## config.mk

```make
export PLATFORM = sky130hd
export DESIGN_NAME = linear_probe_endpoint_table_flat
export DESIGN_NICKNAME = d
export VERILOG_FILES = /design/src/hdl/lpet_pkg.sv /design/src/hdl/lpet_intf.sv /design/src/hdl/linear_probe_endpoint_table.sv /design/src/hdl/lpet_slot_ram.sv /design/src/hdl/lpet_mod_unit.sv /design/src/flat_wrapper.sv
export SDC_FILE = /design/constraint.sdc
export NUM_CORES = 1
export LEC_CHECK = 0
export BUFFER_PORTS_ARGS = -buffer_cell sky130_fd_sc_hd__buf_4
export CORE_MARGIN = 2
export CORE_UTILIZATION = 50
export CTS_CLUSTER_SIZE = 28
export DETAILED_ROUTE_END_ITERATION = 7
export PLACE_DENSITY = 0.66
export SLEW_MARGIN = 20
export SYNTH_ARGS = -nofsm -noshare
export SYNTH_HDL_FRONTEND = slang
export SYNTH_SLANG_ARGS = --single-unit
```

## constraint.sdc

```tcl
create_clock -name clock -period 19.06 [get_ports clock]
set_input_delay 3.812 -clock clock [delete_from_list [all_inputs] [get_ports clock]]
set_output_delay 3.812 -clock clock [all_outputs]
set_load 0.05 [all_outputs]
```

## src/hdl/lpet_pkg.sv

```systemverilog
package lpet_pkg;

   localparam int TABLE_SLOTS   = 16;
   localparam int IDX_BITS      = $clog2(TABLE_SLOTS);
   localparam int CNT_BITS      = $clog2(TABLE_SLOTS + 1);
   localparam bit SLOTS_POW2    = (TABLE_SLOTS & (TABLE_SLOTS - 1)) == 0;

   localparam int CMD_BITS      = 1;
   localparam int KEY_BITS      = 31;
   localparam int HALF_BITS     = 16;
   localparam int SLOT_OUT_BITS = 4;
   localparam int BIT_CNT_BITS  = $clog2(KEY_BITS + 1);

   localparam logic [CMD_BITS-1:0] CMD_INSERT = 1'b0;
   localparam logic [CMD_BITS-1:0] CMD_SEARCH = 1'b1;

   typedef struct packed {
      logic [KEY_BITS-1:0]  key;
      logic [HALF_BITS-1:0] descriptor;
      logic [HALF_BITS-1:0] send_handle;
      logic [HALF_BITS-1:0] done_handle;
   } slot_entry_type;

   typedef struct packed {
      logic [SLOT_OUT_BITS-1:0] slot;
      logic                     found;
      logic                     table_full;
      logic [HALF_BITS-1:0]     descriptor_out;
      logic [HALF_BITS-1:0]     send_handle_out;
      logic [HALF_BITS-1:0]     done_handle_out;
   } rsp_payload_type;

   typedef enum logic [4:0] {
      ST_CLEAR  = 5'b00001,
      ST_IDLE   = 5'b00010,
      ST_MOD    = 5'b00100,
      ST_PROBE  = 5'b01000,
      ST_FINISH = 5'b10000
   } state_type;

endpackage

```

## src/hdl/lpet_intf.sv

```systemverilog
interface lpet_req_intf;
   logic                               valid;
   logic                               ready;
   logic [lpet_pkg::CMD_BITS-1:0]      command;
   logic [lpet_pkg::KEY_BITS-1:0]      key;
   logic [lpet_pkg::HALF_BITS-1:0]     descriptor;
   logic [lpet_pkg::HALF_BITS-1:0]     send_handle;
   logic [lpet_pkg::HALF_BITS-1:0]     done_handle;

   modport source (output valid, command, key, descriptor, send_handle, done_handle,
                   input ready);
   modport sink (input valid, command, key, descriptor, send_handle, done_handle,
                 output ready);
endinterface

interface lpet_rsp_intf;
   logic                               valid;
   logic                               ready;
   logic [lpet_pkg::SLOT_OUT_BITS-1:0] slot;
   logic                               found;
   logic                               table_full;
   logic [lpet_pkg::HALF_BITS-1:0]     descriptor_out;
   logic [lpet_pkg::HALF_BITS-1:0]     send_handle_out;
   logic [lpet_pkg::HALF_BITS-1:0]     done_handle_out;

   modport source (output valid, slot, found, table_full, descriptor_out,
                   send_handle_out, done_handle_out, input ready);
   modport sink (input valid, slot, found, table_full, descriptor_out,
                 send_handle_out, done_handle_out, output ready);
endinterface

```

## src/hdl/linear_probe_endpoint_table.sv

```systemverilog
// Linear-probing endpoint table with TABLE_SLOTS slots.
// req_if carries one command per transfer: insert (store key, descriptor and
// two queue handles in the first free slot from key mod TABLE_SLOTS) or search
// (report the first slot in probe order whose key matches). rsp_if returns
// exactly one result per command: slot, found, table_full and the stored values.
// Key zero is never stored or found; it returns an all-zero result.
// One command is in work at a time; req_if.ready is high only while idle.
// The start slot is the low key bits for a power-of-two slot count, and
// otherwise a reciprocal multiply, then a multiply-back and subtract. Probing
// reads the slot memory once per cycle through its single read port, slot by
// slot until a match or until all TABLE_SLOTS slots have missed. The walk holds
// the block: a new command is taken only once the last command's result has
// gone to the output stage.
// After reset the block sweeps every slot to free, one slot per cycle, with
// req_if.ready low.
// A stalled result waits in the output register; the next command is accepted
// meanwhile and its result waits until that register is taken.
module linear_probe_endpoint_table (
   input logic          clock,
   input logic          reset,
   lpet_req_intf.sink   req_if,
   lpet_rsp_intf.source rsp_if
);
   import lpet_pkg::*;

   localparam logic [CNT_BITS-1:0] CNT_FULL = CNT_BITS'(TABLE_SLOTS);
   localparam logic [CNT_BITS-1:0] CNT_LAST = CNT_BITS'(TABLE_SLOTS - 1);
   localparam logic [IDX_BITS-1:0] IDX_LAST = IDX_BITS'(TABLE_SLOTS - 1);

   state_type             state_ff, state_in;
   logic [IDX_BITS-1:0]   clr_addr_ff, clr_addr_in;
   logic [CMD_BITS-1:0]   cmd_ff, cmd_in;
   logic [KEY_BITS-1:0]   key_ff, key_in;
   logic [HALF_BITS-1:0]  desc_ff, desc_in;
   logic [HALF_BITS-1:0]  send_hdl_ff, send_hdl_in;
   logic [HALF_BITS-1:0]  done_hdl_ff, done_hdl_in;
   logic [IDX_BITS-1:0]   addr_ff, addr_in;
   logic [CNT_BITS-1:0]   issue_cnt_ff, issue_cnt_in;
   logic [CNT_BITS-1:0]   cmp_cnt_ff, cmp_cnt_in;
   logic [IDX_BITS-1:0]   rd_tag_ff, rd_tag_in;
   logic                  rd_valid_ff, rd_valid_in;
   rsp_payload_type       res_ff, res_in;
   rsp_payload_type       rsp_ff, rsp_in;
   logic                  rsp_valid_ff, rsp_valid_in;

   logic                  mod_start;
   logic                  mod_done;
   logic [IDX_BITS-1:0]   mod_rem;
   logic                  mem_wr_en;
   logic [IDX_BITS-1:0]   mem_wr_addr;
   slot_entry_type        mem_wr_data;
   logic                  mem_rd_en;
   slot_entry_type        mem_rd_data;
   logic                  probe_match;
   logic                  probe_hit;
   logic                  probe_miss;
   logic                  rsp_load;

   lpet_mod_unit u_mod (
      .clock  (clock),
      .reset  (reset),
      .start  (mod_start),
      .key_in (key_in),
      .done   (mod_done),
      .rem    (mod_rem)
   );

   lpet_slot_ram u_ram (
      .clock   (clock),
      .wr_en   (mem_wr_en),
      .wr_addr (mem_wr_addr),
      .wr_data (mem_wr_data),
      .rd_en   (mem_rd_en),
      .rd_addr (addr_ff),
      .rd_data (mem_rd_data)
   );

   assign req_if.ready = (state_ff == ST_IDLE);

   assign mem_rd_en   = (state_ff == ST_PROBE) && (issue_cnt_ff != CNT_FULL);
   assign probe_match = (mem_rd_data.key == ((cmd_ff == CMD_INSERT) ? '0 : key_ff));
   assign probe_hit   = (state_ff == ST_PROBE) && rd_valid_ff && probe_match;
   assign probe_miss  = (state_ff == ST_PROBE) && rd_valid_ff && !probe_match &&
                        (cmp_cnt_ff == CNT_LAST);

   assign mem_wr_en   = (state_ff == ST_CLEAR) || (probe_hit && (cmd_ff == CMD_INSERT));
   assign mem_wr_addr = (state_ff == ST_CLEAR) ? clr_addr_ff : rd_tag_ff;
   always_comb begin
      mem_wr_data = '0;
      if (state_ff != ST_CLEAR) begin
         mem_wr_data.key         = key_ff;
         mem_wr_data.descriptor  = desc_ff;
         mem_wr_data.send_handle = send_hdl_ff;
         mem_wr_data.done_handle = done_hdl_ff;
      end
   end

   assign rd_valid_in = mem_rd_en;
   assign rd_tag_in   = mem_rd_en ? addr_ff : rd_tag_ff;

   always_comb begin
      state_in     = state_ff;
      clr_addr_in  = clr_addr_ff;
      cmd_in       = cmd_ff;
      key_in       = key_ff;
      desc_in      = desc_ff;
      send_hdl_in  = send_hdl_ff;
      done_hdl_in  = done_hdl_ff;
      addr_in      = addr_ff;
      issue_cnt_in = issue_cnt_ff;
      cmp_cnt_in   = cmp_cnt_ff;
      res_in       = res_ff;
      mod_start    = 1'b0;
      rsp_load     = 1'b0;
      case (state_ff)
         ST_CLEAR: begin
            clr_addr_in = clr_addr_ff + 1'b1;
            if (clr_addr_ff == IDX_LAST) begin
               state_in = ST_IDLE;
            end
         end
         ST_IDLE: begin
            cmd_in      = req_if.command;
            key_in      = req_if.key;
            desc_in     = req_if.descriptor;
            send_hdl_in = req_if.send_handle;
            done_hdl_in = req_if.done_handle;
            if (req_if.valid) begin
               if (req_if.key == '0) begin
                  res_in   = '0;
                  state_in = ST_FINISH;
               end else begin
                  mod_start = 1'b1;
                  state_in  = ST_MOD;
               end
            end
         end
         ST_MOD: begin
            if (mod_done) begin
               addr_in      = mod_rem;
               issue_cnt_in = '0;
               cmp_cnt_in   = '0;
               state_in     = ST_PROBE;
            end
         end
         ST_PROBE: begin
            if (mem_rd_en) begin
               addr_in      = (addr_ff == IDX_LAST) ? '0 : addr_ff + 1'b1;
               issue_cnt_in = issue_cnt_ff + 1'b1;
            end
            if (rd_valid_ff) begin
               cmp_cnt_in = cmp_cnt_ff + 1'b1;
            end
            if (probe_hit) begin
               res_in.slot       = SLOT_OUT_BITS'(rd_tag_ff);
               res_in.found      = 1'b1;
               res_in.table_full = 1'b0;
               if (cmd_ff == CMD_INSERT) begin
                  res_in.descriptor_out  = desc_ff;
                  res_in.send_handle_out = send_hdl_ff;
                  res_in.done_handle_out = done_hdl_ff;
               end else begin
                  res_in.descriptor_out  = mem_rd_data.descriptor;
                  res_in.send_handle_out = mem_rd_data.send_handle;
                  res_in.done_handle_out = mem_rd_data.done_handle;
               end
               state_in = ST_FINISH;
            end else if (probe_miss) begin
               res_in            = '0;
               res_in.table_full = (cmd_ff == CMD_INSERT);
               state_in          = ST_FINISH;
            end
         end
         ST_FINISH: begin
            if (!rsp_valid_ff || rsp_if.ready) begin
               rsp_load = 1'b1;
               state_in = ST_IDLE;
            end
         end
         default: begin
            state_in = ST_IDLE;
         end
      endcase
   end

   always_comb begin
      rsp_in       = rsp_ff;
      rsp_valid_in = rsp_valid_ff && !rsp_if.ready;
      if (rsp_load) begin
         rsp_in       = res_ff;
         rsp_valid_in = 1'b1;
      end
   end

   always_ff @(posedge clock) begin
      if (reset) begin
         state_ff     <= ST_CLEAR;
         clr_addr_ff  <= '0;
         rd_valid_ff  <= 1'b0;
         rsp_valid_ff <= 1'b0;
         issue_cnt_ff <= '0;
         cmp_cnt_ff   <= '0;
      end else begin
         state_ff     <= state_in;
         clr_addr_ff  <= clr_addr_in;
         rd_valid_ff  <= rd_valid_in;
         rsp_valid_ff <= rsp_valid_in;
         issue_cnt_ff <= issue_cnt_in;
         cmp_cnt_ff   <= cmp_cnt_in;
      end
      cmd_ff      <= cmd_in;
      key_ff      <= key_in;
      desc_ff     <= desc_in;
      send_hdl_ff <= send_hdl_in;
      done_hdl_ff <= done_hdl_in;
      addr_ff     <= addr_in;
      rd_tag_ff   <= rd_tag_in;
      res_ff      <= res_in;
      rsp_ff      <= rsp_in;
   end

   assign rsp_if.valid           = rsp_valid_ff;
   assign rsp_if.slot            = rsp_ff.slot;
   assign rsp_if.found           = rsp_ff.found;
   assign rsp_if.table_full      = rsp_ff.table_full;
   assign rsp_if.descriptor_out  = rsp_ff.descriptor_out;
   assign rsp_if.send_handle_out = rsp_ff.send_handle_out;
   assign rsp_if.done_handle_out = rsp_ff.done_handle_out;

   a_accept_starts_work: assert property (@(posedge clock) disable iff (reset)
      (req_if.valid && req_if.ready) |=> (state_ff == ST_MOD) || (state_ff == ST_FINISH))
      else $error("transfer did not start a command");

   a_cmp_behind_issue: assert property (@(posedge clock) disable iff (reset)
      (state_ff == ST_PROBE) |-> (cmp_cnt_ff <= issue_cnt_ff))
      else $error("compare count passed read count");

   a_found_not_full: assert property (@(posedge clock) disable iff (reset)
      rsp_valid_ff |-> !(rsp_ff.found && rsp_ff.table_full))
      else $error("result both found and full");

   a_write_only_on_insert: assert property (@(posedge clock) disable iff (reset)
      (mem_wr_en && (state_ff != ST_CLEAR)) |-> (cmd_ff == CMD_INSERT) && (key_ff != '0))
      else $error("slot write outside an insert");

endmodule

```

## src/hdl/lpet_slot_ram.sv

```systemverilog
module lpet_slot_ram (
   input  logic                           clock,
   input  logic                           wr_en,
   input  logic [lpet_pkg::IDX_BITS-1:0]  wr_addr,
   input  lpet_pkg::slot_entry_type       wr_data,
   input  logic                           rd_en,
   input  logic [lpet_pkg::IDX_BITS-1:0]  rd_addr,
   output lpet_pkg::slot_entry_type       rd_data
);
   import lpet_pkg::*;

   slot_entry_type mem_ff [TABLE_SLOTS];
   slot_entry_type rd_data_ff;

   always_ff @(posedge clock) begin
      if (wr_en) begin
         mem_ff[wr_addr] <= wr_data;
      end
      if (rd_en) begin
         rd_data_ff <= mem_ff[rd_addr];
      end
   end

   assign rd_data = rd_data_ff;

endmodule

```

## src/hdl/lpet_mod_unit.sv

```systemverilog
module lpet_mod_unit (
   input  logic                          clock,
   input  logic                          reset,
   input  logic                          start,
   input  logic [lpet_pkg::KEY_BITS-1:0] key_in,
   output logic                          done,
   output logic [lpet_pkg::IDX_BITS-1:0] rem
);
   import lpet_pkg::*;

   localparam int RECIP_BITS  = 32;
   localparam int RECIP_SHIFT = KEY_BITS + IDX_BITS;
   localparam logic [RECIP_BITS-1:0] RECIP =
      RECIP_BITS'((64'd1 << RECIP_SHIFT) / TABLE_SLOTS + 1);
   localparam logic [KEY_BITS-1:0] SLOTS_KEY = KEY_BITS'(TABLE_SLOTS);

   logic                           mul_ff, mul_in;
   logic                           sub_ff, sub_in;
   logic                           done_ff, done_in;
   logic [IDX_BITS-1:0]            rem_ff, rem_in;
   logic [KEY_BITS-1:0]            hold_ff, hold_in;
   logic [KEY_BITS-1:0]            quot_ff, quot_in;
   logic [KEY_BITS+RECIP_BITS-1:0] prod;
   logic [KEY_BITS-1:0]            back;
   logic [KEY_BITS-1:0]            resid;

   assign prod  = {RECIP_BITS'(0), hold_ff} * {KEY_BITS'(0), RECIP};
   assign back  = quot_ff * SLOTS_KEY;
   assign resid = hold_ff - back;

   always_comb begin
      mul_in  = 1'b0;
      sub_in  = mul_ff;
      done_in = 1'b0;
      rem_in  = rem_ff;
      hold_in = hold_ff;
      quot_in = quot_ff;
      if (start) begin
         if (SLOTS_POW2) begin
            rem_in  = key_in[IDX_BITS-1:0];
            done_in = 1'b1;
         end else begin
            hold_in = key_in;
            mul_in  = 1'b1;
         end
      end
      if (mul_ff) begin
         quot_in = KEY_BITS'(prod >> RECIP_SHIFT);
      end
      if (sub_ff) begin
         rem_in  = resid[IDX_BITS-1:0];
         done_in = 1'b1;
      end
   end

   always_ff @(posedge clock) begin
      if (reset) begin
         mul_ff  <= 1'b0;
         sub_ff  <= 1'b0;
         done_ff <= 1'b0;
      end else begin
         mul_ff  <= mul_in;
         sub_ff  <= sub_in;
         done_ff <= done_in;
      end
      rem_ff  <= rem_in;
      hold_ff <= hold_in;
      quot_ff <= quot_in;
   end

   assign done = done_ff;
   assign rem  = rem_ff;

endmodule

```

## src/flat_wrapper.sv

```systemverilog
// flat-port wrapper written by rule: the top's interface ports become plain ports
module linear_probe_endpoint_table_flat import lpet_pkg::*;
  (clock, reset, req_if_valid, req_if_command, req_if_key, req_if_descriptor, req_if_send_handle, req_if_done_handle, req_if_ready, rsp_if_valid, rsp_if_slot, rsp_if_found, rsp_if_table_full, rsp_if_descriptor_out, rsp_if_send_handle_out, rsp_if_done_handle_out, rsp_if_ready);
  lpet_req_intf req_if_i ();
  lpet_rsp_intf rsp_if_i ();
  input logic clock;
  input logic reset;
  input wire logic [$bits(req_if_i.valid)-1:0] req_if_valid;
  input wire logic [$bits(req_if_i.command)-1:0] req_if_command;
  input wire logic [$bits(req_if_i.key)-1:0] req_if_key;
  input wire logic [$bits(req_if_i.descriptor)-1:0] req_if_descriptor;
  input wire logic [$bits(req_if_i.send_handle)-1:0] req_if_send_handle;
  input wire logic [$bits(req_if_i.done_handle)-1:0] req_if_done_handle;
  output wire logic [$bits(req_if_i.ready)-1:0] req_if_ready;
  output wire logic [$bits(rsp_if_i.valid)-1:0] rsp_if_valid;
  output wire logic [$bits(rsp_if_i.slot)-1:0] rsp_if_slot;
  output wire logic [$bits(rsp_if_i.found)-1:0] rsp_if_found;
  output wire logic [$bits(rsp_if_i.table_full)-1:0] rsp_if_table_full;
  output wire logic [$bits(rsp_if_i.descriptor_out)-1:0] rsp_if_descriptor_out;
  output wire logic [$bits(rsp_if_i.send_handle_out)-1:0] rsp_if_send_handle_out;
  output wire logic [$bits(rsp_if_i.done_handle_out)-1:0] rsp_if_done_handle_out;
  input wire logic [$bits(rsp_if_i.ready)-1:0] rsp_if_ready;
  assign req_if_i.valid = req_if_valid;
  assign req_if_i.command = req_if_command;
  assign req_if_i.key = req_if_key;
  assign req_if_i.descriptor = req_if_descriptor;
  assign req_if_i.send_handle = req_if_send_handle;
  assign req_if_i.done_handle = req_if_done_handle;
  assign req_if_ready = req_if_i.ready;
  assign rsp_if_valid = rsp_if_i.valid;
  assign rsp_if_slot = rsp_if_i.slot;
  assign rsp_if_found = rsp_if_i.found;
  assign rsp_if_table_full = rsp_if_i.table_full;
  assign rsp_if_descriptor_out = rsp_if_i.descriptor_out;
  assign rsp_if_send_handle_out = rsp_if_i.send_handle_out;
  assign rsp_if_done_handle_out = rsp_if_i.done_handle_out;
  assign rsp_if_i.ready = rsp_if_ready;
  linear_probe_endpoint_table u_core (.clock(clock), .reset(reset), .req_if(req_if_i), .rsp_if(rsp_if_i));
endmodule
```

-- Word level (Yosys, flattened, before mapping)
Memories as Yosys holds them, arrays and structs flattened. A register that Yosys moved wholly into a read port is not among the register bits.
Cells that the tools add are included.
- register bits after elaboration: 222
- latch bits: 0
- bits in writable memories: 1264
- memory bits (read-only): 0
- output and inout port bits: 56
- word-level logic and storage cells: 109
- memories kept: 1
- memories (name ; words ; width ; rd ports ; clocked after Yosys merged registers in ; wr ports ; RTL line ; text):
    u_core.u_ram.mem_ff ; 16 ; 79 ; 1 ; 1 ; 1 ; lpet_slot_ram.sv:12 ; slot_entry_type mem_ff [TABLE_SLOTS];
- add/sub/neg operators: 4
- $mul: 0
- divide/modulo/power cells: 0
- magnitude comparators: 0
- eq/ne operators: 19
- shifts and indexed selects: 0
- muxes and demuxes: 37
- bitwise gates (word level): 1
- reductions and logical operators: 19
- operators with widths (operator ; number):
    $mux W54 ; 4
    $pmux W54 S2 ; 1
    $mux W79 ; 1
    $mux W5 ; 10
    $mux W48 ; 1
    $eq A31 B31 Y1 ; 1
    $logic_not A31 Y1 ; 1
    $mux W31 ; 1
    $pmux W5 S5 ; 1
    $mux W4 ; 6
    $pmux W5 S2 ; 2
    $add A5 B1 Y5 const B ; 2
    $eq A5 B4 Y1 const B ; 2
    $mux W1 ; 9
    $add A4 B1 Y4 const B ; 2
    $eq A4 B4 Y1 const B ; 2
    $ne A2 B1 Y1 const B ; 4
    $pmux W4 S2 ; 1
    $logic_and A1 B1 Y1 ; 7
    $ne A2 B2 Y1 const B ; 3
    $reduce_and A3 Y1 ; 2
    $eq A5 B1 Y1 const B ; 1
    $eq A5 B2 Y1 const B ; 1
    $eq A5 B3 Y1 const B ; 1
    other kinds (10) ; 14

-- Logic depth before layout (Yosys ltp)
- word-level depth: 8
- mapped depth: 9
- gate-level depth less buffers: 8

-- Hierarchy
Synthesis repeated with hierarchy kept, for this count alone.
- cell total of the unflattened synthesis: 2806
- area total of the unflattened synthesis: 59077.9 um^2
- by module, submodules not included (module ; instances ; cells each ; area an instance (um^2) ; seq. area each (um^2)):
    lpet_slot_ram ; 1 ; 2028 ; 49672.6 ; 40328.7
    linear_probe_endpoint_table ; 1 ; 772 ; 9251.4 ; 5995.8
    lpet_mod_unit ; 1 ; 6 ; 153.9 ; 140.1

-- Worst setup path after synthesis
Ideal clock, no wire load.
- path type: flip-flop to flip-flop
- start: register u_core.key_ff[15]
- end: memory u_core.u_ram.mem_ff[1][0] (netlist name), enable pin
- data arrival time: 7.353 ns
- data required time: 18.447 ns
- path slack: 11.094 ns
- cell stages (with the launch flop): 7
- path buffers: 0
- clock period less this slack: 7.966 ns
- path through: edfxtp_1 > or4b_1 > a32oi_1 > and4_1 > nand4_2 > o31a_1 > nor3_1
- cells in the longest elaborated chain, start to end: 7
- RTL lines (element ; RTL line ; text):
    from (decl) ; linear_probe_endpoint_table.sv:33 ; logic [KEY_BITS-1:0] key_ff, key_in;
    from (signal assigned) ; linear_probe_endpoint_table.sv:212 ; key_ff <= key_in;
    $mux W31 ; linear_probe_endpoint_table.sv:81 ; assign probe_match = (mem_rd_data.key == ((cmd_ff == CMD_INSERT) ? '0 : key_ff));
    $eq A31 B31 Y1 ; linear_probe_endpoint_table.sv:81 ;
    $logic_and A1 B1 Y1 ; linear_probe_endpoint_table.sv:82 ; assign probe_hit = (state_ff == ST_PROBE) && rd_valid_ff && probe_match;
    $logic_and A1 B1 Y1 ; linear_probe_endpoint_table.sv:86 ; assign mem_wr_en = (state_ff == ST_CLEAR) || (probe_hit && (cmd_ff == CMD_INSERT));
    $logic_or A1 B1 Y1 ; linear_probe_endpoint_table.sv:86 ;
    $mux W1 ; lpet_slot_ram.sv:16 ; if (wr_en) begin
    $mux W1 (implied by the code) ; lpet_slot_ram.sv:17 ; mem_ff[wr_addr] <= wr_data;
    to (decl) ; lpet_slot_ram.sv:12 ;
Every way passes these cells.

-- Worst setup path in the final report
- start: register u_core.state_ff[2]
- end: output req_if_ready
- cells in the longest elaborated chain, start to end: 1
- RTL lines (element ; RTL line ; text):
    from (decl) ; linear_probe_endpoint_table.sv:30 ; state_type state_ff, state_in;
    from (signal assigned) ; linear_probe_endpoint_table.sv:204 ; state_ff <= state_in;
    $eq A5 B2 Y1 ; linear_probe_endpoint_table.sv:78 ; assign req_if.ready = (state_ff == ST_IDLE);
    to (decl) ; flat_wrapper.sv:14 ; output wire logic [$bits(req_if_i.ready)-1:0] req_if_ready;
Every way passes these cells.

==> summary.txt <==
Timing
  • Final WS setup: 12.56 ns
  • Min Tclk post-route: 6.505 ns
  • Fmax: 0.1537 GHz
  • Fin Clk Skew: 0.03645 ns
  • Slew Limit Fails: 0
  • TNS Setup: 0 ns
  • Final Cycle Share: 34.13%
  • Final setup vio count: 0
  • Slew of the pin with the lowest slew margin: 1.168 ns
  • RSZ-0062 raised after global routing: false
  • Relative slew slack: 22.13%
  • Fin. Hold Viols: 0

Global route
  • Largest net degree at the start of global routing: 78
  • First-pass GRT wire length: 190,700 µm
  • Initial antenna violation count: 0
  • Total gr overflow: 0
  • Tot GR Track Use: 21.81%
  • Vias in the first global route: 28,195

Finish
  • Area Overhead vs Synth: 13.94%
  • Share of cells above drive strength 1: 28.93%
  • Antenna diode count: 0
  • Finished Layout Cells: 4,443
  • Fillers: 8,374
  • Fin util: 57.15%
  • Nets: 2,869

Synth
  • Unique cell type count in the Yosys netlist: 52
  • Synth top area cells: edfxtp_1 (78%), mux4_2 (15%), dfxtp_1 (0.88%)
  • Synth top area share: 78.35%
  • Synth top cells by count: edfxtp_1 (1,539), mux4_2 (395), nor2_1 (87)
  • Most common cell in the netlist: edfxtp_1
  • Syn. warnings: 0
  • Mapped Cells: 2,538
  • Mapped Area: 58,980 µm²
  • Register bit total from synthesis: 1,565
  • Ys flop type: edfxtp_1
  • Post-synth EDFFs: 1,539
  • Async set-reset flop share out of synthesis: 0%
  • Sequential element share of the synthesized area: 79.23%
  • Net Count, Synth: 2,628
  • Syn_area_per_cell: 23.24 µm²
  • Leading area contributor after synthesis: edfxtp_1

Pwr
  • Clock share of power: 39.1%
  • Logic pwr share: 6.6%
  • Tot Pwr: 7.738 mW
  • Worst VDD drop: 0.1022 mV
  • Switch share: 21.90%
  • P_int: 6.043 mW
  • Pleak: 21.66 nW
  • Pwr Density: 115.1 nW/µm²
  • Sw power: 1.695 mW
  • Sequential Power Share: 54.3%

Clock tree
  • Post-cts resize count: 0
  • Sink Count: 1,565
  • CTS tree: done
  • Later-pin clock latency in the skew report: 0.76 ns
  • Postcts setup bufs: 0
  • CTS Hold Bufs: 0
  • Num CTS Buffers: 158
  • Clk root buf: clkbuf_16
  • H-tree Lvls: 4
  • Clock-pin transition on the worst setup and hold timing paths: 0.06 ns
  • Worst-case clock buffer depth: 3

Drt
  • Met3 wire length: 8703 µm
  • Via count: 27,097
  • Met2 Routed Length: 65,420 µm
  • Residual DRC: 0
  • Antenna Nets Post-Route: 0
  • Detailed Route Iter0 Violations: 3,149
  • Post-Route M1 WL: 52,840 µm
  • WL/cell: 29.26 µm
  • Uppermost layer routed: met4
  • Post-DR vias/cell: 6.099
  • DR pass1 iterations: 7
  • Total Wirelength: 130,000 µm

Critical path
  • Worst Path Arrival: 2.69 ns
  • Crit Path Category: flip-flop to primary output
  • Crit path required time: 15.25 ns
  • Crit path max fanout: 24
  • Critical Path Source Type: flip-flop
  • Setup crit end kind: primary output

Placement
  • Placed cells: 4,154
  • IO buf count: 139
  • DP Wirelength: 67,970 µm
  • Dpl ws: 12.06 ns
  • Final GP Congestion: 0.7711

Floorplan
  • Core Area: 117,600 µm²
  • Height of the die: 347.5 µm
  • Die ar.: 120,700 µm²
  • Ports: 140
  • Die X: 347.5 µm
  • Row Count: 126
  • Initial Util: 50.15%

Hold path
  • Hold/Removal Path Class: flip-flop to flip-flop

Flow run
  • Max Cap Viol: 0

Outcome
  • Outcome: finished clean
-- state kept, by name, indices dropped and copies added, names as in the netlist, 4 cells and up --
signal and flops:
u_core.rsp_if.descriptor_out 16, u_core.u_ram.mem_ff 1264, u_core.key_ff 31, u_core.cmp_cnt_ff 5, u_core.rsp_if.send_handle_out 16, u_core.res_ff 54, u_core.state_ff 5, u_core.rsp_if.slot 4
u_core.send_hdl_ff 16, u_core.desc_ff 16, u_core.done_hdl_ff 16, u_core.u_mod.rem 4, u_core.issue_cnt_ff 5, u_core.addr_ff 4, u_core.rd_tag_ff 4, u_core.rsp_if.done_handle_out 16
u_core.clr_addr_ff 4, u_core.u_ram.rd_data 79
-- path summary, 6_finish.rpt --
kind	start	endpoint	slack, ns	cells past startpoint
min	u_core.res_ff[5]$_SDFFCE_PN0P_	u_core.rsp_if.done_handle_out[5]$_DFFE_PP_	0.42	0
max reg2reg	u_core.cmd_ff$_DFFE_PP_	u_core.u_ram.mem_ff[15][7]$_DFFE_PP_	12.95	11
min reg2reg	u_core.res_ff[5]$_SDFFCE_PN0P_	u_core.rsp_if.done_handle_out[5]$_DFFE_PP_	0.42	0
max	u_core.state_ff[2]$_SDFFE_PP0P_	req_if_ready	12.56	4
-- power groups by stage --
stage / clock [mW] / combinational, mW / sequential, mW
after floorplan: 0 / 0.288 / 4.28
after global placement: 0 / 0.497 / 4.25
after detailed placement: 0 / 0.518 / 4.27
after CTS: 3.08 / 0.519 / 4.20
after global routing: 3.21 / 0.545 / 4.22
final: 3.03 / 0.511 / 4.20
-- worst max-delay path, cell delays in order (launching register included) --
cell	delay (ns)
dfxtp_1	0.36
nor3_1	0.34
nand3b_1	0.36
inv_4	0.55
buf_4	0.30
-- through the flow --
stage	hold WS, ns	cell area, µm²
detailed placement	0.4045	62070
floorplan	0.4003	58980
global route	0.4239	67210
finish	0.4174	67210
global placement	0.4009	62050
CTS	0.4168	67170
-- cells by family after synthesis --
group / Yosys count / synth area share [%]
adders and majority gates: 6 / 0.1273
and+or+nand+nor: 300 / 2.722
muxes: 444 / 15.91
buffers and inverters: 132 / 0.8676
xor gates and xnor gates: 28 / 0.4158
DFF: 1565 / 79.23
AOI/OAI and AO/OA: 63 / 0.7213
-- cells in the final DEF (no fill, tap or decap), drive strengths merged, types with 4 or more instances in the layout --
master	count
edfxtp	1539
mux4	395
clkbuf	201
buf	200
nor2	87
and2	81
clkinv	67
mux2i	49
nand2	45
dfxtp	26
nor3	19
xnor2	17
o21ai	17
nand4	16
bufinv	15
inv	15
nand4b	11
xor2	11
a21oi	10
nand3	9
nor4	9
a2bb2oi	6
o22ai	6
ha	6
o21a	4
a31oi	4
-- cell type report --
cell class	instances	area, µm²	area share, %
Sequential cell	1565	46730	69.54
Clock inverter	87	899.6	1.339
Tap cell	1536	1922	2.860
Timing Repair Buffer	200	1549	2.305
Inverter	13	55.05	0.08192
Clock buffer	201	4199	6.248
Multi-Input combinational cell	841	11850	17.63
-- layer usage --
metal  up-vias  GRT usage (%)
li1      11198              -
met1     14670          30.33
met2      1034          35.91
met3       195          3.708
met4         0          6.414
met5         -              0
Note: power is estimated with default switching activity, not from simulation.
